**config.mk**
```make
export PLATFORM = sky130hd
export DESIGN_NAME = lsqe_div_cell
export DESIGN_NICKNAME = d
export VERILOG_FILES = /design/src/rtl/lsqe_pkg.sv /design/src/rtl/lsqe_div_cell.sv
export SDC_FILE = /design/constraint.sdc
export NUM_CORES = 1
export LEC_CHECK = 0
export BUFFER_PORTS_ARGS = -buffer_cell sky130_fd_sc_hd__buf_2
export CAP_MARGIN = 20
export CORE_AREA = 2 2 354 356
export CTS_CLUSTER_SIZE = 16
export DETAILED_ROUTE_END_ITERATION = 12
export DIE_AREA = 0 0 356 358
export HOLD_SLACK_MARGIN = 0.02
export MAX_ROUTING_LAYER = met4
export PLACE_DENSITY = 0.44
export SLEW_MARGIN = 20
export SYNTH_ARGS = -nofsm -noshare
export SYNTH_HDL_FRONTEND = slang
export SYNTH_SLANG_ARGS = --single-unit
```
**constraint.sdc**
```tcl
create_clock -name clk -period 18.5 [get_ports clk]
set_clock_uncertainty 0.05 [all_clocks]
set_input_delay 5.55 -clock clk [delete_from_list [all_inputs] [get_ports clk]]
set_output_delay 5.55 -clock clk [all_outputs]
set_load 0.01 [all_outputs]
```
**src/rtl/lsqe_pkg.sv**
```systemverilog
// Shared types and constants for the line segment quad expander.
package lsqe_pkg;

  typedef struct packed {
    logic signed [31:0] ox;
    logic signed [31:0] oy;
    logic        [31:0] oz;
    logic signed [31:0] dx;
    logic signed [31:0] dy;
    logic        [30:0] t;
  } seg_t;

  // word moving down the square root chain
  typedef struct packed {
    logic        valid;
    seg_t        seg;
    logic [63:0] val;
    logic [33:0] rem;
    logic [31:0] root;
  } sqrt_word_t;

  // word moving down the divider chain (px and py side by side)
  typedef struct packed {
    logic        valid;
    seg_t        seg;
    logic [31:0] len;
    logic [33:0] den;
    logic [30:0] nx;
    logic [30:0] ny;
    logic [33:0] rx;
    logic [33:0] ry;
    logic [30:0] qx;
    logic [30:0] qy;
  } div_word_t;

  localparam int SQRT_STEPS = 32;
  localparam int QUOT_STEPS = 31;

  localparam logic [1:0] CORNER_TL = 2'd0;
  localparam logic [1:0] CORNER_BL = 2'd1;
  localparam logic [1:0] CORNER_BR = 2'd2;
  localparam logic [1:0] CORNER_TR = 2'd3;

  function automatic logic signed [33:0] sext34(input logic signed [31:0] v);
    return {{2{v[31]}}, v};
  endfunction

endpackage

```
**src/rtl/lsqe_div_cell.sv**
```systemverilog
// One quotient bit of the two offset dividers.
module lsqe_div_cell
  import lsqe_pkg::*;
(
  input  logic      clk,
  input  logic      rst_n,
  input  logic      adv,
  input  div_word_t d_i,
  output div_word_t d_o
);

  div_word_t cell_r;
  div_word_t cell_nxt;
  logic [34:0] den_w;
  logic [34:0] rx_sh;
  logic [34:0] ry_sh;
  logic [34:0] dx_w;
  logic [34:0] dy_w;
  logic        gex;
  logic        gey;

  always_comb begin
    den_w       = {1'b0, d_i.den};
    rx_sh       = {d_i.rx, d_i.nx[30]};
    ry_sh       = {d_i.ry, d_i.ny[30]};
    gex         = rx_sh >= den_w;
    gey         = ry_sh >= den_w;
    dx_w        = rx_sh - den_w;
    dy_w        = ry_sh - den_w;
    cell_nxt    = d_i;
    cell_nxt.nx = {d_i.nx[29:0], 1'b0};
    cell_nxt.ny = {d_i.ny[29:0], 1'b0};
    cell_nxt.rx = gex ? dx_w[33:0] : rx_sh[33:0];
    cell_nxt.ry = gey ? dy_w[33:0] : ry_sh[33:0];
    cell_nxt.qx = {d_i.qx[29:0], gex};
    cell_nxt.qy = {d_i.qy[29:0], gey};
  end

  always_ff @(posedge clk) begin
    if (!rst_n) begin
      cell_r.valid <= 1'b0;
    end else if (adv) begin
      cell_r <= cell_nxt;
    end
  end

  assign d_o = cell_r;

endmodule

```
==> reports/summary.txt <==
DIE
------------------------------------------------------------------------------
Vert. Die Dim ...................................................       358 um
Full die area ................................................... 127000 sq um
DIE WIDTH .......................................................       356 um
Top-level I/O count .............................................          903
Placeable core region ........................................... 123000 sq um
Count of standard-cell rows .....................................          129
Effective utilization at floorplan ..............................        14.9%

STATUS
------------------------------------------------------------------------------
Status .......................................................... finished, final reports clean

POWER AND IR DROP
------------------------------------------------------------------------------
Combinational share of power ....................................        15.0%
Pwr Density .....................................................  106 nW/um^2
Clock network power share .......................................        42.0%
Peak supply drop ................................................    0.0735 mV
Proportion of total power due to net switching ..................        27.1%
Cell-internal power .............................................      2.08 mW
Sequential share of power .......................................        43.0%
Leakage .........................................................      11.0 nW
Switching Power .................................................     0.774 mW

SETUP PATH
------------------------------------------------------------------------------
Crit path DAT ...................................................      9.45 ns
Worst endpoint required time ....................................     18.83 ns
Critical setup path kind ........................................    in -> reg
Launching element type of the critical path .....................   input port
Capturing element type of the critical path .....................     register
Largest driver fanout on the critical path ......................           30

SYNTHESIS
------------------------------------------------------------------------------
Cell Area, Synth ................................................  18300 sq um
Post-Syn Area per Cell ..........................................   15.8 sq um
Number of library cell types mapped by synthesis ................           69
Yosys synthesis warning count ...................................            0
Number of flip-flops and latches in the synthesized netlist .....          448
Cell count after synthesis ......................................         1164
Async SR Flop Fraction ..........................................           0%
Synth Flop Type .................................................     edfxtp_1
Number of enable flip-flop cells after synthesis ................          447
Post-synthesis sequential area ratio ............................        73.3%

PLACED DESIGN
------------------------------------------------------------------------------
Pre-CTS setup slack .............................................      8.57 ns
Number of buffer cells added on primary ports ...................          898
Final RePlAce weighted congestion ...............................        0.796
Detailed-placement wirelength estimate ..........................     87000 um

TIMING
------------------------------------------------------------------------------
Number of failing setup endpoints in the final timing report ....            0
Slew @ Worst Pin ................................................      1.01 ns
Time the final worst path needs with I/O delays and setup .......      9.12 ns
Slew Limit Headroom .............................................        32.5%
Fin. Hold Viols .................................................            0
Share of the cycle needed by the critical path after routing ....        49.3%
Setup repair after global routing missed its margin .............        false
Fin. max-slew vios ..............................................            0
Worst setup margin ..............................................      9.38 ns
Sum of negative setup slack .....................................         0 ns
Highest clock frequency the design can meet .....................      110 MHz

FINISH
------------------------------------------------------------------------------
Most frequent cells in the layout ............................... 898 x buf_2, 447 x edfxtp_1, 87 x a21oi_1
Fin nets ........................................................         2631
Number of filler cells placed in the layout .....................        13367
Layout cell share with drive strength beyond 1 ..................        49.3%
Area Growth Syn to Fin ..........................................        46.7%
Post-Route Utilization ..........................................        21.8%
Max FFs per register ............................................          448
Most common cell after layout, fill and taps aside ..............        buf_2

ROUTING
------------------------------------------------------------------------------
Via count .......................................................        14195
Number of remaining DRC errors ..................................            0
Average wire per cell in the routed design ......................      27.0 um
1st-pass router iterations ......................................            5
Iter 0 DRT Violations ...........................................         1105
Average via count per standard cell .............................         3.71
Routed Wire Length ..............................................    103000 um
Routed Antenna Nets .............................................            0

CLOCKING
------------------------------------------------------------------------------
Clock root buffer ...............................................    clkbuf_16
Number of levels the H-tree was split into ......................            2
Clk sinks .......................................................          448
Total clock buffers created by CTS ..............................           59
Max Root-Sink Buffers ...........................................            3
Post-CTS setup repair buffer count ..............................            0
CTS tree ........................................................        built
Insertion delay of the later-clocked pin in the worst-skew pair .      0.61 ns
Worst-path clk slew .............................................      0.05 ns
Number of gates resized after CTS ...............................            0
Hold buffers post-CTS ...........................................            0

HOLD PATH
------------------------------------------------------------------------------
Path type of the worst min-delay path ...........................   reg -> reg

GLOBAL ROUTING
------------------------------------------------------------------------------
Antenna violations before repair ................................          105
GRT overflow ....................................................            0
Vias in the first global route ..................................        13822
Total routing resource utilization after global routing .........        15.7%
Maximum number of pins on one net before global-route repair ....          151
First-pass GRT wire length ......................................    129000 um

RUN
------------------------------------------------------------------------------
Number of max-capacitance violations reported ...................            0

==> stage by stage <==
stage	instances	instance area, sq um	hold slack (ns)	power (mW)
after floorplan	1165	18400	0.488	1.48
after global placement	3684	24800	0.451	1.69
after detailed placement	3684	24800	0.453	1.69
after CTS	3793	26800	0.480	2.92
after global routing	3821	26900	0.550	2.98
final	3826	26900	0.483	2.86
==> final timing paths <==
check / end / slack [ns] / start / cells past startpoint
worst max-delay path: d_o[64] / 9.38 / d_i[206] / 12
worst min-delay path: d_o[449] / 0.48 / d_o[449] / 2
worst max register to register: d_o[449] / 17.86 / d_o[449] / 2
worst min register to register: d_o[449] / 0.48 / d_o[449] / 2
==> power groups by stage <==
stage	Clock [mW]	Sequential [mW]	Combinational [mW]
after floorplan	0	1.31	0.167
after global placement	0	1.25	0.439
after detailed placement	0	1.25	0.439
after CTS	1.25	1.23	0.441
after global routing	1.28	1.24	0.467
final	1.20	1.23	0.430
==> layout make-up <==
cell class              instances  area [sq um]  area share (%)
repair buffers                908          4580            17.0
well taps                    1637          2050            7.61
clock inverters                44           480            1.79
clock buffers                  65          1500            5.57
inverters                      61           229           0.851
multi-input cells             630          4550            16.9
diodes                         33          82.6           0.307
flip-flops and latches        448         13400            50.0
==> critical path: stages <==
cell       delay [ns]
buf_2            0.09
inv_1            0.09
ha_1             0.47
nand4_1          0.34
a2111oi_0        0.67
o211ai_1         0.44
a31oi_1          0.46
a211o_2          0.28
a21o_1           0.19
a31oi_4          0.16
buf_4            0.32
mux2_2           0.34
==> cells in the mapped netlist (6+ instances only) <==
library cell | instances | area share, %
nand4_1 | 11 | 0.38
nand2b_1 | 6 | 0.20
nor3_1 | 13 | 0.35
ha_1 | 68 | 4.6
a21o_1 | 37 | 1.5
mux2_2 | 44 | 2.7
o21a_1 | 7 | 0.29
nor2_1 | 66 | 1.4
o21bai_1 | 9 | 0.37
and2_1 | 6 | 0.20
xor2_1 | 18 | 0.86
edfxtp_1 | 447 | 73
o211ai_1 | 9 | 0.37
inv_1 | 60 | 1.2
nand3_1 | 18 | 0.49
o21ai_0 | 33 | 0.90
nand2_1 | 54 | 1.1
nor2b_1 | 8 | 0.27
a31oi_1 | 7 | 0.24
xnor2_1 | 33 | 1.6
clkbuf_1 | 16 | 0.33
mux2i_1 | 6 | 0.33
a21oi_1 | 87 | 2.4
==> per-layer routing <==
layer,up-vias,wire length (um),part of all wire [%],global-route usage (%)
li1,6445,-,-,-
met2,714,50500,49,26.2
met3,140,11800,11,7.63
met1,6896,38800,38,17.0
met4,0,2250,2.2,3.10
met5,-,0,0,-
==> logic make-up (layout without fill, tap and decap cells) <==
group                      count (synthesis)  after routing  share of synthesized area, %
AOI/OAI and AO/OA                        245            245                          8.88
xor gates and xnor gates                  51             51                          2.43
adders and majority gates                 70             70                          4.86
buffers and inverters                     87           1078                          1.98
DFF                                      448            448                          73.3
muxes                                     50             50                          3.03
other                                      1             35                        0.0204
and+or+nand+nor                          212            212                          5.53
No activity file was read; power rests on OpenSTA's default activity.
