$ cat config.mk
export PLATFORM = sky130hd
export DESIGN_NAME = lsqe_sqrt_cell
export DESIGN_NICKNAME = d
export VERILOG_FILES = /design/src/rtl/lsqe_pkg.sv /design/src/rtl/lsqe_sqrt_cell.sv
export SDC_FILE = /design/constraint.sdc
export NUM_CORES = 1
export LEC_CHECK = 0
export BUFFER_PORTS_ARGS = -buffer_cell sky130_fd_sc_hd__buf_2
export CORE_AREA = 2 2 253 255
export DETAILED_ROUTE_END_ITERATION = 12
export DIE_AREA = 0 0 255 257
export GPL_TIMING_DRIVEN = 1
export SYNTH_ARGS = -nofsm -noshare
export SYNTH_HDL_FRONTEND = slang
export SYNTH_SLANG_ARGS = --single-unit
$ cat constraint.sdc
create_clock -name clk -period 18.4 [get_ports clk]
set_clock_uncertainty 0.1 [all_clocks]
set_input_delay 1.84 -clock clk [delete_from_list [all_inputs] [get_ports clk]]
set_output_delay 1.84 -clock clk [all_outputs]
set_load 0.03 [all_outputs]
$ cat src/rtl/lsqe_pkg.sv
// Shared types and constants for the line segment quad expander.
package lsqe_pkg;

  typedef struct packed {
    logic signed [31:0] ox;
    logic signed [31:0] oy;
    logic        [31:0] oz;
    logic signed [31:0] dx;
    logic signed [31:0] dy;
    logic        [30:0] t;
  } seg_t;

  // word moving down the square root chain
  typedef struct packed {
    logic        valid;
    seg_t        seg;
    logic [63:0] val;
    logic [33:0] rem;
    logic [31:0] root;
  } sqrt_word_t;

  // word moving down the divider chain (px and py side by side)
  typedef struct packed {
    logic        valid;
    seg_t        seg;
    logic [31:0] len;
    logic [33:0] den;
    logic [30:0] nx;
    logic [30:0] ny;
    logic [33:0] rx;
    logic [33:0] ry;
    logic [30:0] qx;
    logic [30:0] qy;
  } div_word_t;

  localparam int SQRT_STEPS = 32;
  localparam int QUOT_STEPS = 31;

  localparam logic [1:0] CORNER_TL = 2'd0;
  localparam logic [1:0] CORNER_BL = 2'd1;
  localparam logic [1:0] CORNER_BR = 2'd2;
  localparam logic [1:0] CORNER_TR = 2'd3;

  function automatic logic signed [33:0] sext34(input logic signed [31:0] v);
    return {{2{v[31]}}, v};
  endfunction

endpackage

$ cat src/rtl/lsqe_sqrt_cell.sv
// One bit step of the integer square root chain.
module lsqe_sqrt_cell
  import lsqe_pkg::*;
(
  input  logic       clk,
  input  logic       rst_n,
  input  logic       adv,
  input  sqrt_word_t d_i,
  output sqrt_word_t d_o
);

  sqrt_word_t cell_r;
  sqrt_word_t cell_nxt;
  logic [33:0] rem_sh;
  logic [33:0] trial;
  logic [33:0] diff;
  logic        ge;

  always_comb begin
    rem_sh        = {d_i.rem[31:0], d_i.val[63:62]};
    trial         = {d_i.root, 2'b01};
    ge            = rem_sh >= trial;
    diff          = rem_sh - trial;
    cell_nxt      = d_i;
    cell_nxt.val  = {d_i.val[61:0], 2'b00};
    cell_nxt.rem  = ge ? diff : rem_sh;
    cell_nxt.root = {d_i.root[30:0], ge};
  end

  always_ff @(posedge clk) begin
    if (!rst_n) begin
      cell_r.valid <= 1'b0;
    end else if (adv) begin
      cell_r <= cell_nxt;
    end
  end

  assign d_o = cell_r;

endmodule

==> flow_metrics.py, run 1 <==
metrics = {
    "run_status": {
        "status": "completed",
    },
    "cells_and_area": {
        "drive_above_1_share_pct": 54.5,
        "multi_input_area_um2": 2370,
        "seq_area_um2": 9600,
        "finalNetCount": 1711,
        "layout_commonest_cell": "buf_2",
        "final_cell_mix": "buf_2 (642), edfxtp_1 (319), inv_1 (42), clkbuf_16 (42), ha_1 (34)",
        "syn2layout_area_growth_pct": 45.0,
        "largest_register_ffs": 320,
        "num-fill-cells": 6474,
    },
    "synthesis": {
        "ys_warn_count": 0,
        "synth-edff-count": 319,
        "netlist_instances": 677,
        "synthArstFlopShare_pct": 0,
        "synth_top_cell_by_area": "edfxtp_1",
        "syn_area_um2": 12200,
        "syn_area_per_cell_um2": 18.1,
        "yosysSeqAreaShare_pct": 78.4,
        "synth_top_area_share_pct": 78.2,
        "ys_ff_latch": 320,
        "ys.flop_type": "edfxtp_1",
        "netlist_top_cells_area": "edfxtp_1 (78%), ha_1 (3.5%), mux2_4 (3.4%)",
        "ys_types": 61,
    },
    "placed_design": {
        "io_buffers": 642,
        "hpwl_um": 42800,
        "routabilityCongestion": 0.868,
    },
    "worst_setup_path": {
        "cp_max_fo": 30,
        "worst_ep_arrival_time_ps": 4970,
        "crit_path_end_kind": "register",
        "critPathRequiredTime_ps": 18590,
        "max_stage_delay_ps": 480,
        "startpoint_type": "input port",
        "worstPathCellList": "buf_2, inv_1, ha_1, nand4_1, a21oi_1, a21oi_4, a21oi_2, o41ai_4, o21a_4, inv_4, mux2_4",
        "cp_slowest_cell": "inv_4",
        "worst-setup-path-type": "in -> reg",
    },
    "sta": {
        "hold_viol": 0,
        "rsz0062_at_grt": "false",
        "finalCritPeriodShare_pct": 26.0,
        "fmax_mhz": 209,
        "tightestPinTransition_ps": 1030,
        "setup_viol": 0,
        "slew_headroom_pct": 31.4,
        "finalSetupTns_ps": 0,
        "final_max_slew_viol_count": 0,
        "period_needed_ps": 4780,
    },
    "routing": {
        "vias_per_cell": 3.98,
        "drtIter0Drc": 593,
        "num_vias": 8927,
        "remaining_drc_errors": 0,
        "post_drt_wl_per_cell_um": 23.5,
        "drt_pre_antenna_iters": 5,
        "wl_um": 52700,
        "ant_nets": 0,
    },
    "floorplanning": {
        "start_util_pct": 19.5,
        "num_io_pins": 647,
        "die_h_um": 257,
        "num_rows": 92,
        "die_area_um2": 65500,
        "core_um2": 62700,
        "die_w_um": 255,
    },
    "cts": {
        "clk-insertion-delay-late_ps": 540,
        "cts_resized": 0,
        "cts_setup_buffers": 0,
        "cts_root_buf": "clkbuf_16",
        "cts_buffer_depth": 3,
        "htreeDepth": 2,
        "clock_sinks": 320,
        "cts-buffers-inserted": 40,
        "clk_pin_slew_ps": 60,
        "hold_buffers": 0,
        "cts_tree": "yes",
    },
    "global_route": {
        "antenna_found_initial": 43,
        "grt_pass1_wl_um": 69400,
        "grt_usage_pct": 15.2,
        "grt_start_max_net_pins": 82,
        "grt_overflow_total": 0,
        "grt_pass1_vias": 9230,
    },
    "worst_hold_path": {
        "hp-class": "reg -> reg",
    },
    "job": {
        "maxCapViolCount": 0,
    },
    "power": {
        "max-vdd-ir-drop_v": 0.0000638,
        "power_density_nw_per_um2": 111,
        "p_leak_nw": 7.47,
        "total_power_w": 0.00197,
    },
}
[area by class of cell]
type / instances / share of cell area (%)
Tap cell: 846 / 5.96
Sequential cell: 320 / 54.1
Timing Repair Buffer: 647 / 18.3
Multi-Input combinational cell: 299 / 13.3
Clock buffer: 45 / 5.98
Clock inverter: 29 / 1.21
Antenna cell: 11 / 0.155
Inverter: 44 / 0.945
[Yosys cell counts, types with 2 or more instances]
cell type and count:
xor2_1 12, xnor2_1 16, buf_4 2, o21ai_1 3, and2_1 3, a21oi_2 2
mux2i_1 3, a21oi_4 2, nor4_1 3, o2111a_1 2, buf_12 3, o31ai_1 3
clkbuf_1 8, nor2b_1 2, nand3_1 8, o21bai_1 6, nand4_1 6, nor2_1 22
ha_1 34, mux2_4 28, a221oi_1 2, a21oi_1 31, a211oi_1 4, nand2_2 2
a21o_1 11, o21ai_0 16, nand2b_1 5, o211ai_1 4, nor3_1 7, o22ai_1 2
edfxtp_1 319, inv_1 42, or3_1 5, buf_2 2, nand2_1 30, o41ai_1 2
[worst paths after layout]
kind / startpoint / end / slack, ps / cells past startpoint
setup / recovery: d_i[7] / d_o[48]$_DFFE_PP_ / 13620 / 11
hold / removal: d_o[321]$_SDFFE_PN0P_ / d_o[321]$_SDFFE_PN0P_ / 440 / 2
setup reg to reg: d_o[321]$_SDFFE_PN0P_ / d_o[321]$_SDFFE_PN0P_ / 17690 / 2
hold reg to reg: d_o[321]$_SDFFE_PN0P_ / d_o[321]$_SDFFE_PN0P_ / 440 / 2
[cell families (layout without fill, tap and decap cells)]
family	after synthesis	in the layout	share of synthesized area, %
other	1	13	0.0306
buffers and inverters	59	765	2.31
xor gates and xnor gates	28	28	2.00
adders and majority gates	34	34	3.47
and+or+nand+nor	98	98	3.92
muxes	31	31	3.68
AOI/OAI and AO/OA	106	106	6.18
DFF	320	320	78.4
[through the flow]
step	worst slack [ps]	cells	hold WS, ps	area, µm²	util [%]
CTS	13570	2230	449	17700	28.2
global route	13430	2237	498	17700	28.3
finish	13620	2241	444	17700	28.3
detailed placement	12970	2156	435	16400	26.2
floorplan	8550	678	540	12200	-
global placement	12970	2156	420	16400	26.2
[power breakdown]
group	internal [W]	total, W	switching, W
clock	0.000436	0.000765	0.000329
combinational	0.000106	0.000332	0.000226
sequential	0.000863	0.000877	0.0000137
total	0.00141	0.00197	0.000569
[per-layer routing]
metal	up-vias	GRT usage (%)	wire length, µm
met4	30	7.93	2980
met3	127	8.29	7120
met1	4274	15.5	18000
li1	3971	-	-
met2	525	24.9	24400
met5	-	0	193
[worst max-delay path, delay by kind of cell]
kind / cells / cell delay, ps
AND/OR/NAND/NOR: 1 / 280
adder cells (fa/ha/maj): 1 / 370
AO/OA/AOI/OAI: 5 / 1470
buffers and inverters: 3 / 610
multiplexers: 1 / 360
No activity file was read; power rests on OpenSTA's default activity.
==> inputs of run 2 (changes only) <==
==> constraint.sdc (replaced) <==
create_clock -name clk -period 4.8 [get_ports clk]
set_clock_uncertainty 0.1 [all_clocks]
set_input_delay 0.48 -clock clk [delete_from_list [all_inputs] [get_ports clk]]
set_output_delay 0.48 -clock clk [all_outputs]
set_load 0.03 [all_outputs]
==> flow_metrics.py, run 2 (synthesized netlist as in run 1, its figures left out) <==
metrics = {
    "run_status": {
        "status": "completed",
    },
    "worst_setup_path": {
        "reg2reg_from": "d_o[321]$_SDFFE_PN0P_",
        "timing.rr.end": "d_o[321]$_SDFFE_PN0P_",
        "crit_path_end_kind": "register",
        "rrSetupSlack_ps": 4110,
        "startpoint_type": "input port",
        "r2r_cells": 2,
        "cp_max_fo": 5,
        "worst_ep_arrival_time_ps": 4110,
        "worst-setup-path-type": "in -> reg",
        "worstSetupEndpoint": "d_o[59]$_DFFE_PP_",
        "crit_path_start": "d_i[2]",
        "critPathRequiredTime_ps": 5000,
    },
    "job": {
        "maxCapViolCount": 0,
    },
    "global_route": {
        "grt_usage_pct": 16.5,
        "grt_pass1_wl_um": 76600,
        "grt_overflow_total": 0,
        "antenna_found_initial": 17,
        "grt_start_max_net_pins": 107,
        "grt_pass1_vias": 10600,
    },
    "cells_and_area": {
        "largest_register_ffs": 320,
        "finalNetCount": 1977,
        "drive_above_1_share_pct": 45.8,
        "final_cell_mix": "buf_2 (642), edfxtp_1 (319), dlygate4sd3_1 (266)",
        "layout_commonest_cell": "buf_2",
        "syn2layout_area_growth_pct": 67.5,
        "stdcell_count": 2501,
        "num-fill-cells": 6183,
    },
    "cts": {
        "clk_pin_slew_ps": 60,
        "cts_buffer_depth": 3,
        "cts_setup_buffers": 0,
        "clock_sinks": 320,
        "hold_buffers": 266,
        "cts_resized": 0,
        "cts_root_buf": "clkbuf_16",
        "cts_tree": "yes",
        "cts-buffers-inserted": 39,
        "clk-insertion-delay-late_ps": 550,
        "htreeDepth": 2,
    },
    "floorplanning": {
        "num_rows": 92,
        "start_util_pct": 19.5,
        "die_h_um": 257,
        "core_um2": 62700,
        "die_w_um": 255,
        "die_area_um2": 65500,
        "num_io_pins": 647,
    },
    "sta": {
        "slew_headroom_pct": 46.5,
        "hold_viol": 0,
        "finalCritPeriodShare_pct": 81.5,
        "rsz0062_at_grt": "false",
        "tightestPinTransition_ps": 793,
        "setup_viol": 0,
        "period_needed_ps": 3910,
        "fmax_mhz": 256,
        "whs_ps": 37.0,
        "final_max_slew_viol_count": 0,
        "finalSetupTns_ps": 0,
    },
    "placed_design": {
        "placedCellCount": 2157,
        "routabilityCongestion": 0.862,
        "io_buffers": 642,
        "hpwl_um": 43000,
    },
    "routing": {
        "wl_um": 56900,
        "ant_nets": 0,
        "post_drt_wl_per_cell_um": 22.8,
        "remaining_drc_errors": 0,
        "drtIter0Drc": 755,
        "drt_pre_antenna_iters": 5,
        "vias_per_cell": 3.96,
        "num_vias": 9896,
    },
    "worst_hold_path": {
        "hp-class": "in -> reg",
        "holdPathStages": 1,
    },
    "power": {
        "p_leak_nw": 8.62,
        "power_density_nw_per_um2": 387,
        "max-vdd-ir-drop_v": 0.000315,
    },
}
[run 2: cell count changes in the layout (fill, tap and decap cells not counted), sizes merged, moves of 2 or more]
cell         delta
inv             -2
dlygate4sd3   +266
clkinv          -5
diode           -3
bufinv          +4
[run 2: critical path, cell delays in order]
cell and delay, ps:
dlygate4sd3_1 580, buf_2 130, inv_1 40, ha_1 370, nand2_2 110, o31ai_1 610, o2111a_1 330, nor2_1 90
o21ai_1 430, a21boi_2 200, o211a_1 320, xnor2_1 150, mux2_4 260
[run 2: worst min-delay path by stage]
stage | from | endpoint
floorplan | d_i[98] | d_o[100]$_DFFE_PP_
global placement | d_o[321]$_SDFFE_PN0P_ | d_o[321]$_SDFFE_PN0P_
detailed placement | d_o[321]$_SDFFE_PN0P_ | d_o[321]$_SDFFE_PN0P_
CTS | d_i[253] | d_o[253]$_DFFE_PP_
global route | d_i[158] | d_o[158]$_DFFE_PP_
finish | d_i[113] | d_o[115]$_DFFE_PP_
[run 2: routing by layer]
layer	up-vias	wire [µm]	track usage (%)
met2	541	26900	27.3
li1	4490	-	-
met4	12	3440	9.65
met5	-	80	0
met1	4734	20800	17.7
met3	119	5670	6.70
[run 2: cell type report]
| cell class | instances | area, µm² | area share, % |
|---|---|---|---|
| well taps | 846 | 1060 | 5.16 |
| repair buffers | 914 | 5970 | 29.1 |
| multi-input cells | 299 | 2370 | 11.5 |
| clock buffers | 44 | 1040 | 5.06 |
| clock inverters | 26 | 293 | 1.43 |
| inverters | 44 | 168 | 0.817 |
| diodes | 8 | 20.0 | 0.0976 |
| flip-flops and latches | 320 | 9600 | 46.8 |
[run 2: metrics by stage]
step,setup WS (ps),util (%),cell area [µm²],total power [W]
floorplan,1560,-,12300,0.00420
global placement,753,26.3,16500,0.00470
detailed placement,713,26.3,16500,0.00471
CTS,763,32.7,20500,0.00804
global route,619,32.7,20500,0.00824
finish,889,32.7,20500,0.00794
[run 2: report_power, final]
part / total [W] / switching [W] / leakage, nW / internal, W
registers: 0.00337 / 0.0000635 / 3.00 / 0.00331
logic: 0.00147 / 0.000920 / 4.98 / 0.000553
clock network: 0.00310 / 0.00126 / 0.643 / 0.00184
total: 0.00794 / 0.00224 / 8.62 / 0.00570
==> inputs of run 3 (changes only) <==
--- a/config.mk
+++ b/config.mk
@@ -5,10 +5,11 @@
 export SDC_FILE = /design/constraint.sdc
 export NUM_CORES = 1
 export LEC_CHECK = 0
+export ABC_AREA = 1
 export BUFFER_PORTS_ARGS = -buffer_cell sky130_fd_sc_hd__buf_2
-export CORE_AREA = 2 2 253 255
+export CORE_AREA = 2 2 250 252
 export DETAILED_ROUTE_END_ITERATION = 12
-export DIE_AREA = 0 0 255 257
+export DIE_AREA = 0 0 252 254
 export GPL_TIMING_DRIVEN = 1
 export SYNTH_ARGS = -nofsm -noshare
 export SYNTH_HDL_FRONTEND = slang
==> constraint.sdc (replaced) <==
create_clock -name clk -period 3.8 [get_ports clk]
set_clock_uncertainty 0.1 [all_clocks]
set_input_delay 0.38 -clock clk [delete_from_list [all_inputs] [get_ports clk]]
set_output_delay 0.38 -clock clk [all_outputs]
set_load 0.03 [all_outputs]
==> flow_metrics.py, run 3 <==
metrics = {
    "sta": {
        "fin_ws_ps": 873,
        "setup_viol": 0,
        "fmax_mhz": 342,
        "finalCritPeriodShare_pct": 77.0,
        "hold_viol": 0,
        "final_max_slew_viol_count": 0,
        "period_needed_ps": 2930,
        "tightestPinTransition_ps": 1030,
        "rsz0062_at_grt": "false",
        "slew_headroom_pct": 31.1,
    },
    "routing": {
        "drtIter0Drc": 727,
        "vias_per_cell": 4.06,
        "wl_um": 61800,
        "drt_pre_antenna_iters": 7,
        "num_vias": 11300,
        "remaining_drc_errors": 0,
        "post_drt_wl_per_cell_um": 22.3,
        "ant_nets": 0,
    },
    "synthesis": {
        "syn_area_um2": 12700,
        "synth.top_cells.by_count": "edfxtp_1 (319), nand2_1 (270), inv_1 (130), nor2_1 (50), nand3_1 (37)",
        "synth_top_area_share_pct": 75.6,
        "synth.most_common_cell": "edfxtp_1",
        "netlist_top_cells_area": "edfxtp_1 (76%), nand2_1 (8.0%), inv_1 (3.9%)",
        "netlist_instances": 958,
        "ys.flop_type": "edfxtp_1",
        "syn_area_per_cell_um2": 13.2,
        "ys_ff_latch": 320,
        "ys_types": 29,
        "synth-edff-count": 319,
        "ys_warn_count": 0,
        "synth_top_cell_by_area": "edfxtp_1",
        "yosysSeqAreaShare_pct": 75.8,
        "synthArstFlopShare_pct": 0,
    },
    "power": {
        "p_clk_share_pct": 38.9,
        "sw_frac_of_total_pct": 29.0,
        "p_leak_nw": 9.52,
        "total_power_w": 0.0101,
        "sequentialPowerShare_pct": 42.2,
        "max-vdd-ir-drop_v": 0.000257,
        "power_density_nw_per_um2": 473,
        "switchingPower_w": 0.00292,
        "combPwrFrac_pct": 18.9,
        "cell_internal_pwr_w": 0.00716,
    },
    "global_route": {
        "grt_usage_pct": 18.3,
        "grt_overflow_total": 0,
        "grt_pass1_vias": 11700,
        "grt_pass1_wl_um": 82400,
        "antenna_found_initial": 21,
        "grt_start_max_net_pins": 152,
    },
    "job": {
        "maxCapViolCount": 0,
    },
    "cts": {
        "clk_pin_slew_ps": 60,
        "cts-buffers-inserted": 40,
        "htreeDepth": 2,
        "cts_buffer_depth": 3,
        "cts_setup_buffers": 0,
        "cts_tree": "yes",
        "cts_root_buf": "clkbuf_16",
        "clk-insertion-delay-late_ps": 560,
        "clock_sinks": 320,
    },
    "floorplanning": {
        "die_h_um": 254,
        "num_io_pins": 647,
        "core_um2": 61300,
        "start_util_pct": 20.7,
        "die_w_um": 252,
        "num_rows": 91,
        "die_area_um2": 64000,
    },
    "worst_hold_path": {
        "hp-class": "in -> reg",
        "holdCritStartpoint": "d_i[51]",
    },
    "worst_setup_path": {
        "crit_path_end_kind": "register",
        "r2r_cells": 3,
        "cp_max_fo": 37,
        "critPathRequiredTime_ps": 3990,
        "crit_path_start": "d_i[15]",
        "worstSetupEndpoint": "d_o[52]$_DFFE_PP_",
        "startpoint_type": "input port",
        "reg2reg_from": "d_o[321]$_SDFFE_PN0P_",
        "worst_ep_arrival_time_ps": 3120,
        "worst-setup-path-type": "in -> reg",
        "timing.rr.end": "d_o[321]$_SDFFE_PN0P_",
        "rrSetupSlack_ps": 2480,
    },
    "cells_and_area": {
        "largest_register_ffs": 320,
        "finalNetCount": 2307,
        "design_area_um2": 21300,
        "drive_above_1_share_pct": 36.9,
        "layout_commonest_cell": "buf_2",
        "syn2layout_area_growth_pct": 68.0,
        "final_cell_mix": "buf_2 (642), edfxtp_1 (319), dlygate4sd3_1 (308)",
    },
    "placed_design": {
        "post_dp_cell_area_um2": 16900,
        "hpwl_um": 47700,
        "routabilityCongestion": 0.905,
        "io_buffers": 642,
        "dp_slack_ps": 816,
    },
    "run_status": {
        "status": "completed",
    },
}
[run 3: routing by layer]
layer	share of wire, %	GRT usage (%)	vias to the layer above
met3	8.8	6.48	108
met5	0.19	0	-
met4	5.1	9.32	18
met2	48	31.0	508
li1	-	-	5240
met1	38	20.4	5381
[run 3: worst min-delay path by stage]
stage,end,cells after the start
CTS,d_o[53]$_DFFE_PP_,3
global route,d_o[40]$_DFFE_PP_,3
finish,d_o[53]$_DFFE_PP_,3
floorplan,d_o[321]$_SDFFE_PN0P_,1
detailed placement,d_o[321]$_SDFFE_PN0P_,2
global placement,d_o[321]$_SDFFE_PN0P_,2
[run 3: cell families after synthesis]
group | Yosys count | synth area share (%)
AO/OA/AOI/OAI | 48 | 2.00
other | 1 | 0.0296
adder cells (fa/ha/maj) | 34 | 3.36
flip-flops | 320 | 75.8
buffers and inverters | 140 | 4.55
XOR/XNOR | 17 | 1.18
AND/OR/NAND/NOR | 398 | 13.1
[run 3: critical path: stages]
cell and delay [ps]:
dlygate4sd3_1 640, buf_2 160, inv_1 40, ha_1 360, nand2_1 140, nor2_1 210
nand2_1 100, nor2_1 90, nand2_1 90, nand3_2 100, nand2_2 90, nand2_8 250
inv_4 230, nand2_2 110, nand2_1 90
[run 3: repair_timing]
action	in CTS	in global routing
resized for setup	0	0
endpoints found under the setup margin	0	0
hold buffers	308	0
endpoints found under the hold margin	307	0
[run 3: metrics by stage]
step	hold slack (ps)	std cells	utilization, %	setup TNS, ps
floorplan	373	959	-	-602040
global placement	429	2388	27.5	0
detailed placement	454	2388	27.5	0
CTS	0.911	2766	34.7	0
global route	23.2	2771	34.7	0
finish	51.8	2774	34.8	0
[run 3: final cells by class]
| type | count | area (µm²) |
|---|---|---|
| Antenna cell | 8 | 20.0 |
| Clock buffer | 43 | 1030 |
| Sequential cell | 320 | 9600 |
| Multi-Input combinational cell | 499 | 2520 |
| Tap cell | 790 | 988 |
| Fill cell | 6141 | 40000 |
| Clock inverter | 27 | 288 |
| Inverter | 132 | 502 |
| Timing Repair Buffer | 955 | 6350 |
[run 3: power by group through the flow]
stage / Sequential, W / Clock (W) / Combinational (W)
6_report: 0.00426 / 0.00392 / 0.00190
5_1_grt: 0.00428 / 0.00415 / 0.00204
4_1_cts: 0.00425 / 0.00404 / 0.00193
3_5_place_dp: 0.00432 / 0 / 0.00164
3_3_place_gp: 0.00432 / 0 / 0.00164
2_1_floorplan: 0.00485 / 0 / 0.000449
