<file path="config.mk">
export PLATFORM = sky130hd
export DESIGN_NAME = lsqe_corner_gen
export DESIGN_NICKNAME = d
export VERILOG_FILES = /design/src/rtl/lsqe_pkg.sv /design/src/rtl/lsqe_corner_gen.sv
export SDC_FILE = /design/constraint.sdc
export NUM_CORES = 1
export LEC_CHECK = 0
export ABC_CLOCK_PERIOD_IN_PS = 18750
export BUFFER_PORTS_ARGS = -buffer_cell sky130_fd_sc_hd__buf_2
export CORE_AREA = 2 2 239 241
export CTS_BUF_LIST = sky130_fd_sc_hd__clkbuf_8
export CTS_CLUSTER_DIAMETER = 30
export DETAILED_ROUTE_END_ITERATION = 16
export DIE_AREA = 0 0 241 243
export PLACE_DENSITY_LB_ADDON = 0.12
export SETUP_SLACK_MARGIN = 0.3
export SLEW_MARGIN = 20
export SYNTH_ARGS = -nofsm -noshare
export SYNTH_HDL_FRONTEND = slang
export SYNTH_SLANG_ARGS = --single-unit
</file>
<file path="constraint.sdc">
create_clock -name clk -period 18.75 [get_ports clk]
set_clock_uncertainty 0.15 [all_clocks]
set_input_delay 2.8125 -clock clk [delete_from_list [all_inputs] [get_ports clk]]
set_output_delay 2.8125 -clock clk [all_outputs]
set_load 0.005 [all_outputs]
</file>
<file path="src/rtl/lsqe_pkg.sv">
// Shared types and constants for the line segment quad expander.
package lsqe_pkg;

  typedef struct packed {
    logic signed [31:0] ox;
    logic signed [31:0] oy;
    logic        [31:0] oz;
    logic signed [31:0] dx;
    logic signed [31:0] dy;
    logic        [30:0] t;
  } seg_t;

  // word moving down the square root chain
  typedef struct packed {
    logic        valid;
    seg_t        seg;
    logic [63:0] val;
    logic [33:0] rem;
    logic [31:0] root;
  } sqrt_word_t;

  // word moving down the divider chain (px and py side by side)
  typedef struct packed {
    logic        valid;
    seg_t        seg;
    logic [31:0] len;
    logic [33:0] den;
    logic [30:0] nx;
    logic [30:0] ny;
    logic [33:0] rx;
    logic [33:0] ry;
    logic [30:0] qx;
    logic [30:0] qy;
  } div_word_t;

  localparam int SQRT_STEPS = 32;
  localparam int QUOT_STEPS = 31;

  localparam logic [1:0] CORNER_TL = 2'd0;
  localparam logic [1:0] CORNER_BL = 2'd1;
  localparam logic [1:0] CORNER_BR = 2'd2;
  localparam logic [1:0] CORNER_TR = 2'd3;

  function automatic logic signed [33:0] sext34(input logic signed [31:0] v);
    return {{2{v[31]}}, v};
  endfunction

endpackage

</file>
<file path="src/rtl/lsqe_corner_gen.sv">
// Holds one finished segment and sends its four corners, one word a cycle while out_stall is low.
module lsqe_corner_gen
  import lsqe_pkg::*;
#(
  parameter int COORD_WIDTH = 32
) (
  input  logic               clk,
  input  logic               rst_n,
  input  div_word_t          d_i,
  output logic               free,
  output logic               out_valid,
  input  logic               out_stall,
  output logic [1:0]         out_corner_index,
  output logic signed [31:0] out_corner_x,
  output logic signed [31:0] out_corner_y,
  output logic signed [31:0] out_corner_z,
  output logic               out_normal_x_pos,
  output logic               out_normal_y_pos,
  output logic [31:0]        out_seg_length,
  output logic [30:0]        out_seg_width,
  output logic               out_last
);

  localparam int SAT_W = (COORD_WIDTH < 32) ? COORD_WIDTH : 32;
  localparam logic signed [33:0] SAT_HI = (34'sd1 <<< (SAT_W - 1)) - 34'sd1;
  localparam logic signed [33:0] SAT_LO = -(34'sd1 <<< (SAT_W - 1));

  logic               hold_r;
  logic [1:0]         k_r;
  seg_t               seg_r;
  logic [31:0]        len_r;
  logic signed [31:0] px_r;
  logic signed [31:0] py_r;
  logic signed [31:0] px_nxt;
  logic signed [31:0] py_nxt;

  logic               out_valid_r;
  logic [1:0]         idx_r;
  logic signed [31:0] cx_r;
  logic signed [31:0] cy_r;
  logic signed [31:0] cz_r;
  logic               nxp_r;
  logic               nyp_r;
  logic [31:0]        len_o_r;
  logic [30:0]        wid_r;
  logic               last_r;

  logic               emit;
  logic               load;
  logic signed [33:0] sum_x;
  logic signed [33:0] sum_y;
  logic signed [31:0] cx_nxt;
  logic signed [31:0] cy_nxt;
  logic               far;
  logic               neg_px;
  logic               neg_py;

  assign emit = hold_r && (!out_valid_r || !out_stall);
  assign free = !hold_r || (emit && (k_r == CORNER_TR));
  assign load = d_i.valid && free;

  always_comb begin
    px_nxt = d_i.seg.dy[31] ? -$signed({1'b0, d_i.qx}) : $signed({1'b0, d_i.qx});
    py_nxt = d_i.seg.dx[31] ? -$signed({1'b0, d_i.qy}) : $signed({1'b0, d_i.qy});
  end

  // far end corners add the direction vector
  always_comb begin
    far    = (k_r == CORNER_BR) || (k_r == CORNER_TR);
    neg_px = (k_r == CORNER_TL) || (k_r == CORNER_TR);
    neg_py = (k_r == CORNER_BL) || (k_r == CORNER_BR);
    sum_x  = sext34(seg_r.ox) + (far ? sext34(seg_r.dx) : 34'sd0)
           + (neg_px ? -sext34(px_r) : sext34(px_r));
    sum_y  = sext34(seg_r.oy) + (far ? sext34(seg_r.dy) : 34'sd0)
           + (neg_py ? -sext34(py_r) : sext34(py_r));
    if (sum_x > SAT_HI)      cx_nxt = SAT_HI[31:0];
    else if (sum_x < SAT_LO) cx_nxt = SAT_LO[31:0];
    else                     cx_nxt = sum_x[31:0];
    if (sum_y > SAT_HI)      cy_nxt = SAT_HI[31:0];
    else if (sum_y < SAT_LO) cy_nxt = SAT_LO[31:0];
    else                     cy_nxt = sum_y[31:0];
  end

  always_ff @(posedge clk) begin
    if (!rst_n) begin
      hold_r      <= 1'b0;
      k_r         <= CORNER_TL;
      out_valid_r <= 1'b0;
    end else begin
      if (load) begin
        hold_r <= 1'b1;
      end else if (emit && (k_r == CORNER_TR)) begin
        hold_r <= 1'b0;
      end
      if (emit) begin
        k_r <= k_r + 2'd1;
      end
      out_valid_r <= emit || (out_valid_r && out_stall);
    end
  end

  always_ff @(posedge clk) begin
    if (load) begin
      seg_r <= d_i.seg;
      len_r <= d_i.len;
      px_r  <= px_nxt;
      py_r  <= py_nxt;
    end
    if (emit) begin
      idx_r   <= k_r;
      cx_r    <= cx_nxt;
      cy_r    <= cy_nxt;
      cz_r    <= seg_r.oz;
      nxp_r   <= far;
      nyp_r   <= (k_r == CORNER_TL) || (k_r == CORNER_TR);
      len_o_r <= len_r;
      wid_r   <= seg_r.t;
      last_r  <= (k_r == CORNER_TR);
    end
  end

  assign out_valid        = out_valid_r;
  assign out_corner_index = idx_r;
  assign out_corner_x     = cx_r;
  assign out_corner_y     = cy_r;
  assign out_corner_z     = cz_r;
  assign out_normal_x_pos = nxp_r;
  assign out_normal_y_pos = nyp_r;
  assign out_seg_length   = len_o_r;
  assign out_seg_width    = wid_r;
  assign out_last         = last_r;

endmodule

</file>
==> results of run 1 <==
[routing by layer]
metal / vias up / GRT usage, %
met1: 7037 / 28.51
met3: 98 / 5.118
li1: 7090 / -
met2: 544 / 27.81
met5: - / 0
met4: 8 / 7.371
[layout by cell type, fill, tap and decap left out, types with 64 or more instances in the layout]
| master | count |
|---|---|
| xnor2_1 | 117 |
| clkbuf_8 | 98 |
| inv_1 | 64 |
| nand2_1 | 86 |
| fa_1 | 68 |
| edfxtp_1 | 451 |
| a21oi_1 | 79 |
| ha_1 | 71 |
| buf_2 | 454 |
| and2_1 | 68 |
| nor2_1 | 70 |
| o21ai_0 | 86 |
[power breakdown]
group          internal (mW)  switching [mW]
combinational          0.544           0.827
sequential              1.33          0.0447
clock                  0.681           0.466
[worst max-delay path, cell delays in order, from the launching register on]
cell	delay (ns)
dfxtp_1	0.37
inv_1	0.09
ha_2	0.50
buf_4	0.52
inv_1	0.32
o41ai_1	0.15
xnor2_1	0.20
fa_1	0.40
ha_1	0.35
a21o_1	0.23
or3b_2	0.46
a21oi_1	0.36
o31ai_1	0.23
a21oi_1	0.42
nor2_1	0.16
o311a_1	0.47
nor3_2	0.71
buf_4	0.34
o21a_1	0.16
[flip-flops by register name, summed over array words and instances (netlist names)]
register,cells
seg_r,191
len_r,32
out_corner_x,32
out_corner_y,32
out_corner_z,32
out_seg_length,32
px_r,32
py_r,32
out_seg_width,31
k_r,2
out_corner_index,2
hold_r,1
out_last,1
out_normal_x_pos,1
out_normal_y_pos,1
out_valid,1
[cell type report]
| type | count | area, um2 | area share (%) |
|---|---|---|---|
| Antenna cell | 7 | 17.52 | 0.06372 |
| Multi-Input combinational cell | 1055 | 8190 | 29.79 |
| Timing Repair Buffer | 465 | 2367 | 8.611 |
| Inverter | 54 | 202.7 | 0.7373 |
| Clock buffer | 98 | 1349 | 4.906 |
| Tap cell | 756 | 945.9 | 3.441 |
| Sequential cell | 455 | 13620 | 49.55 |
| Clock inverter | 79 | 795.8 | 2.895 |
[through the flow]
| step | total power [mW] | instance area (um2) | hold slack [ns] |
|---|---|---|---|
| after CTS | 3.940 | 27470 | 0.2418 |
| after detailed placement | 2.767 | 25330 | 0.2545 |
| after global placement | 2.752 | 25330 | 0.2501 |
| after global routing | 4.157 | 27490 | 0.2458 |
| after floorplan | 2.319 | 22180 | 0.2503 |
| final | 3.897 | 27490 | 0.2465 |
[logic make-up (layout without fill, tap and decap cells)]
family / Yosys count / count (layout) / share of synthesized area [%]
simple gates: 380 / 380 / 9.033
xor+xnor: 177 / 177 / 6.990
flops: 455 / 455 / 61.43
mux: 1 / 1 / 0.05077
buf+inv: 98 / 696 / 1.709
fa+ha+maj: 140 / 140 / 10.20
other cells: 0 / 7 / 0
compound gates: 357 / 357 / 10.58
[final timing paths]
path                                from                 to  slack [ns]  cells after the start
worst max-delay path              k_r[0]    out_corner_y[4]       11.99                     18
worst min-delay path            len_r[7]  out_seg_length[7]        0.25                      0
worst max register to register    k_r[0]    out_corner_y[4]       11.99                     18
worst min register to register  len_r[7]  out_seg_length[7]        0.25                      0
==> impl_metrics.csv, run 1 <==
group,metric,value,unit
synth,synth_top_area_cell,"edfxtp_1",
cells_and_area,fin_util,49.13,%
placement,place_congestion,0.8751,
route,routed_wirelength,58.27,mm
placement,place_ws,12.02,ns
grt,track_usage,19.55,%
synth,postSynthAreaPerCell,13.79,um2
clocking,cts_made_buffers,98,
worst_hold_path,hold_path_class,"reg2reg",
sta,hold_viol_final,0,
synth,ys_warn_count,0,
die,coreArea,55950,um2
sta,setup_viol,0,
sta,rsz0062_at_grt,"no",
synth,synth-edff-count,451,
grt,grt_pass1_wl,85.66,mm
clocking,cts_hold_buffers,0,
synth,synth_fp_nets,2201,
clocking,clk_latency,0.69,ns
run_status,status,"finished clean",
sta,finalSetupTns,0,ns
die,die_w,241,um
route,via_per_inst,4.977,
sta,fmax,0.1478,GHz
sta,worst_pin_slew,1.171,ns
placement,place_inst,2785,
synth,synth_cell_types,68,
worst_setup_path,cp-start-kind,"flip-flop",
clocking,clk_path_buf_depth,3,
synth,synth_common_cells,"edfxtp_1 (451), xnor2_1 (117), o21ai_0 (87), nand2_1 (86), a21oi_1 (80)",
power,cellLeakagePower,11.01,nW
sta,report.final.slew_viol_count,0,
route,wl_per_cell,19.63,um
clocking,clkSinkCount,455,
die,dieArea,58560,um2
sta,fin_crit_sh,36.08,%
clocking,path_clk_slew,0.06,ns
cells_and_area,finish.net_count,2722,
route,drc,0,
grt,grt_pass1_vias,14580,
grt,grt_overflow,0,
grt,grt_max_degree,178,
sta,slew_headroom,21.92,%
die,boundaryPins,619,
power,ir_drop,0.07879,mV
die,die_h,243,um
route,wl_met3,4.546,mm
route,route.met2.wl,24.49,mm
sta,min_period,6.765,ns
synth,async_reset_ff_share,0,%
die,start_util,39.64,%
flow_run,cap_violations,0,
route,antenna_left,0,
cells_and_area,final_cells,2969,
cells_and_area,area_growth,23.97,%
cells_and_area,layout-drive-gt1-share,29.15,%
route,drtPass1Iterations,5,
clocking,ctsResizeCount,0,
worst_setup_path,crit_fanout,56,
clocking,cts-root-buf,"clkbuf_8",
synth,synthFlopType,"edfxtp_1",
die,rows,87,
synth,yosysSeqAreaShare,61.43,%
synth,synth_most_common_cell,"edfxtp_1",
worst_setup_path,crit_arrival,7.17,ns
synth,synth_top_cell_area_share,61.07,%
synth,synthTopCellsByArea,"edfxtp_1 (61%), fa_1 (6.1%), xnor2_1 (4.6%)",
route,met1_length,27.76,mm
placement,hpwl,44.82,mm
worst_setup_path,crit_type,"reg2reg",
synth,synth_seq_cells,455,
synth,mappedNetlistArea,22180,um2
power,power.density,141.8,nW/um2
route,vias,14780,
grt,antenna_found_initial,13,
clocking,post_cts_buffers,0,
placement,portBuffers,454,
worst_setup_path,critical_path.endpoint_type,"flip-flop",
sta,setup_slack,11.99,ns
clocking,htree_levels,3,
route,top_layer,"met5",
synth,synth_cells,1608,
worst_setup_path,required,19.16,ns
clocking,cts_tree,"built",
cells_and_area,nFillCells,4983,
route,dr.first_iter.drc_count,804,
(Power assumes the default switching activity.)
==> run 2, diff against run 1 <==
ABC_CLOCK_PERIOD_IN_PS = 6950   (was 18750)
clock period = 6.95 ns   (was 18.75 ns; I/O delays follow)
==> impl_metrics.csv, run 2 (same netlist as run 1, synthesis figures left out) <==
group,metric,value,unit
run_status,status,"finished clean",
grt,track_usage,19.41,%
clocking,cts_made_buffers,102,
route,met1_length,27.51,mm
worst_setup_path,crit_arrival,6.68,ns
route,drc,0,
route,route.met2.wl,24.25,mm
sta,worst_pin_slew,0.9528,ns
worst_setup_path,required,7.32,ns
route,antenna_left,0,
die,dieArea,58560,um2
route,wl_per_cell,19.40,um
cells_and_area,layout_commonest_cell,"buf_2",
clocking,path_clk_slew,0.05,ns
grt,grt_overflow,0,
die,die_h,243,um
power,cellLeakagePower,11.03,nW
worst_setup_path,cp-start-kind,"flip-flop",
sta,setup_slack,0.6482,ns
die,coreArea,55950,um2
clocking,cts_hold_buffers,0,
cells_and_area,finish.net_count,2731,
cells_and_area,fin_util,49.18,%
worst_setup_path,critical_path.endpoint_type,"flip-flop",
grt,grt_pass1_wl,85.74,mm
sta,rsz0062_at_grt,"no",
route,wl_met3,4.496,mm
clocking,clkSinkCount,455,
clocking,post_cts_buffers,0,
die,boundaryPins,619,
sta,hold_viol_final,0,
route,top_layer,"met5",
sta,fmax,0.1587,GHz
clocking,clk_path_buf_depth,3,
sta,finalSetupTns,0,ns
worst_setup_path,crit_fanout,22,
clocking,cts_tree,"built",
clocking,cts-root-buf,"clkbuf_8",
sta,min_period,6.302,ns
grt,grt_pass1_vias,14660,
sta,setup_viol,0,
cells_and_area,area_growth,24.08,%
die,rows,87,
placement,portBuffers,454,
power,ir_drop,0.1545,mV
worst_setup_path,crit_type,"reg2reg",
route,via_per_inst,4.976,
clocking,clk_latency,0.66,ns
cells_and_area,largest_reg_flops,191,
clocking,htree_levels,3,
sta,fin_crit_sh,90.67,%
route,dr.first_iter.drc_count,964,
route,drtPass1Iterations,5,
route,vias,14820,
grt,grt_max_degree,112,
cells_and_area,top_register,"seg_r",
power,power.density,378.8,nW/um2
die,start_util,39.64,%
placement,hpwl,44.86,mm
sta,report.final.slew_viol_count,0,
sta,slew_headroom,36.48,%
placement,place_congestion,0.8429,
cells_and_area,most-common-layout-cells,"buf_2 (454), edfxtp_1 (451), xnor2_1 (117)",
grt,antenna_found_initial,13,
clocking,ctsResizeCount,0,
route,routed_wirelength,57.78,mm
placement,place_ws,0.6548,ns
cells_and_area,layout-drive-gt1-share,29.30,%
worst_hold_path,hold_path_class,"reg2reg",
flow_run,cap_violations,0,
die,die_w,241,um
-- run 2: cell count changes in the layout (fill, tap and decap cells not counted), moves of 2 or more --
| cell | change |
|---|---|
| clkbuf_8 | +4 |
| clkinv_4 | -2 |
| clkinv_2 | +2 |
| buf_12 | +2 |
| clkinv_1 | +4 |
| buf_4 | +3 |
| bufinv_16 | -3 |
-- run 2: report_power, final --
| group | switching [mW] | internal (mW) |
|---|---|---|
| Sequential | 0.111 | 3.60 |
| Combinational | 2.23 | 1.48 |
| Clock | 1.23 | 1.77 |
| Total | 3.58 | 6.85 |
-- run 2: layer usage --
metal  vias to the layer above  GRT usage [%]
li1                       7107              -
met1                      7069          28.74
met2                       528          27.34
met3                       106          4.697
met4                        10          7.498
met5                         -              0
-- run 2: worst max-delay path: stages, from the launching register on --
cell	delay [ns]
edfxtp_1	0.44
or3_1	0.43
or4_1	0.60
o41ai_1	0.36
xnor2_1	0.29
fa_1	0.50
ha_1	0.24
a21o_1	0.19
or3b_2	0.46
a21oi_1	0.38
o31ai_1	0.23
a21oi_1	0.42
nor2_1	0.16
o311a_1	0.46
nor3_2	0.34
buf_4	0.34
o21a_1	0.18
-- run 2: final cells by class --
cell class / count / area [um2]
clock inverters: 79 / 698.2
flip-flops and latches: 455 / 13620
inverters: 54 / 202.7
clock buffers: 102 / 1404
fillers: 5041 / 28430
diodes: 7 / 17.52
well taps: 756 / 945.9
multi-input cells: 1055 / 8195
repair buffers: 470 / 2430
-- run 2: worst paths after layout --
path	cells past startpoint	slack, ns	start	end
worst max-delay path	16	0.65	py_r[2]	out_corner_y[27]
worst min-delay path	0	0.26	len_r[11]	out_seg_length[11]
worst max register to register	16	0.65	py_r[2]	out_corner_y[27]
worst min register to register	0	0.26	len_r[11]	out_seg_length[11]
-- run 2: stage by stage --
step / area (um2) / total power, mW / hold WS, ns / instances
after floorplan: 22190 / 6.216 / 0.2503 / 1608
after global placement: 25390 / 7.431 / 0.2504 / 2790
after detailed placement: 25390 / 7.469 / 0.2545 / 2790
after CTS: 27490 / 10.55 / 0.2520 / 2971
after global routing: 27520 / 11.13 / 0.2664 / 2978
final: 27520 / 10.42 / 0.2631 / 2978
==> run 3, diff against run 2 <==
ABC_CLOCK_PERIOD_IN_PS = 6980   (was 6950)
PLACE_DENSITY_LB_ADDON = unset   (was 0.12)
clock period = 6.98 ns   (was 6.95 ns; I/O delays follow)
==> impl_metrics.csv, run 3 (same netlist as run 1, synthesis figures left out) <==
group,metric,value,unit
run_status,status,"finished clean",
worst_setup_path,crit_buf_inv,1,
die,die_w,241,um
sta,slew_headroom,34.21,%
route,antenna_left,0,
worst_setup_path,path_delay_family,"simple AND/OR/NAND/NOR gates",
worst_setup_path,crit_arrival,6.51,ns
clocking,clk_path_buf_depth,3,
clocking,cts-root-buf,"clkbuf_8",
placement,hpwl,43.49,mm
cells_and_area,area_growth,25.55,%
cells_and_area,layout_commonest_cell,"buf_2",
grt,track_usage,19.04,%
sta,setup_viol,0,
sta,min_period,6.248,ns
die,boundaryPins,619,
power,cellLeakagePower,11.21,nW
worst_setup_path,r2r_slack,0.73,ns
grt,grt_max_degree,116,
grt,grt_pass1_vias,14730,
clocking,post_cts_buffers,0,
placement,place_congestion,0.8899,
route,drtPass1Iterations,5,
route,wl_per_cell,19.07,um
clocking,cts_tree,"built",
cells_and_area,layout-drive-gt1-share,29.86,%
die,coreArea,55950,um2
worst_setup_path,crit_path_top_delay_cell,"nor3b_1",
worst_setup_path,worstReg2RegStart,"py_r[2]",
clocking,cts_made_buffers,103,
die,rows,87,
sta,rsz0062_at_grt,"no",
die,die_h,243,um
worst_hold_path,hp-start,"seg_r[105]",
placement,portBuffers,454,
worst_setup_path,critical_path.endpoint_type,"flip-flop",
clocking,htree_levels,3,
worst_setup_path,r2r_end,"out_corner_y[15]",
clocking,path_clk_slew,0.06,ns
worst_setup_path,cp-start-kind,"flip-flop",
sta,fin_crit_sh,89.51,%
worst_hold_path,hold_path_class,"reg2reg",
grt,grt_pass1_wl,84.14,mm
route,vias,14830,
sta,finalSetupTns,0,ns
clocking,ctsResizeCount,0,
cells_and_area,largest_reg_flops,191,
route,drc,0,
worst_setup_path,required,7.25,ns
power,power.density,391.2,nW/um2
sta,hold_viol_final,0,
die,dieArea,58560,um2
cells_and_area,final_cells,2989,
power,ir_drop,0.1772,mV
worst_hold_path,whs_path_depth,0,
clocking,cts_hold_buffers,0,
placement,place_inst,2793,
route,dr.first_iter.drc_count,912,
die,start_util,39.64,%
route,routed_wirelength,57.00,mm
clocking,clk_latency,0.68,ns
worst_hold_path,hold_path_end,"out_corner_z[10]",
worst_setup_path,path_cells,"or3_1, nor3b_1, nand3_1, nor2_1, nand2_1, nor2_1, a21oi_1, xor2_1, fa_1, ha_1, a21o_1, a21o_1, a21o_1, or3_1, or3_1, and3_1, a21oi_1, nor3_2, buf_4, a211o_1",
cells_and_area,finish.net_count,2735,
cells_and_area,most-common-layout-cells,"buf_2 (454), edfxtp_1 (451), xnor2_1 (117)",
route,via_per_inst,4.962,
worst_setup_path,crit_fanout,17,
worst_setup_path,cpPeakStageDelay,0.57,ns
flow_run,cap_violations,0,
sta,worst_pin_slew,0.9868,ns
grt,grt_overflow,0,
clocking,clkSinkCount,455,
sta,report.final.slew_viol_count,0,
cells_and_area,top_register,"seg_r",
sta,fmax,0.1601,GHz
grt,antenna_found_initial,16,
worst_setup_path,crit_type,"reg2reg",
worst_setup_path,r2r_cells,20,
## run 3: changes by cell type in the layout (fill, tap and decap cells not counted), moves of 3 or more
| cell | previous run | this run |
|---|---|---|
| buf_4 | 13 | 18 |
| bufinv_16 | 10 | 21 |
| clkinv_4 | 6 | 3 |
| inv_1 | 64 | 67 |
| clkinv_1 | 22 | 13 |
| clkinv_2 | 14 | 17 |
## run 3: worst max path at each step
stage	start	endpoint	slack (ns)	depth (start not counted)
after detailed placement	py_r[2]	out_corner_y[15]	0.78	16
after global routing	py_r[2]	out_corner_y[15]	0.30	16
after global placement	py_r[2]	out_corner_y[15]	0.80	16
after floorplan	out_stall	len_r[0]	0.47	3
final	py_r[2]	out_corner_y[15]	0.73	20
after CTS	py_r[2]	out_corner_y[15]	0.77	16
## run 3: routing by layer
metal | track usage (%) | part of all wire [%]
met1 | 27.07 | 46
met4 | 7.335 | 2.3
met5 | 0 | 0.084
met3 | 4.993 | 7.9
met2 | 27.80 | 43
## run 3: worst register-to-register path, delay by kind of cell, from the launching register on
| kind | cells | cell delay, ns |
|---|---|---|
| AND/OR/NAND/NOR | 10 | 2.85 |
| XOR/XNOR | 1 | 0.33 |
| buffers and inverters | 1 | 0.23 |
| flip-flops | 1 | 0.45 |
| adder cells (fa/ha/maj) | 2 | 0.76 |
| AO/OA/AOI/OAI | 6 | 1.25 |
## run 3: layout make-up
type                    instances  area [um2]
repair buffers                473        2427
well taps                     756       945.9
inverters                      54       202.7
clock inverters                84        1008
clock buffers                 103        1418
diodes                          9       22.52
flip-flops and latches        455       13620
fillers                      5018       28110
multi-input cells            1055        8194
## run 3: through the flow
stage	utilization [%]	hold slack, ns	area (um2)	setup slack [ns]	power, mW
finish	49.76	0.2484	27840	0.7322	10.89
global route	49.76	0.2467	27840	0.3049	11.58
CTS	49.72	0.2438	27820	0.7728	11.01
detailed placement	45.38	0.2545	25390	0.7819	7.470
global placement	45.38	0.2503	25390	0.8032	7.427
floorplan	-	0.2503	22190	0.4737	6.189
## run 3: power breakdown
group	internal [mW]	switching (mW)	total [mW]	leakage [nW]
sequential	3.58	0.114	3.70	4.32
clock	2.19	1.27	3.46	1.25
combinational	1.47	2.26	3.73	5.64
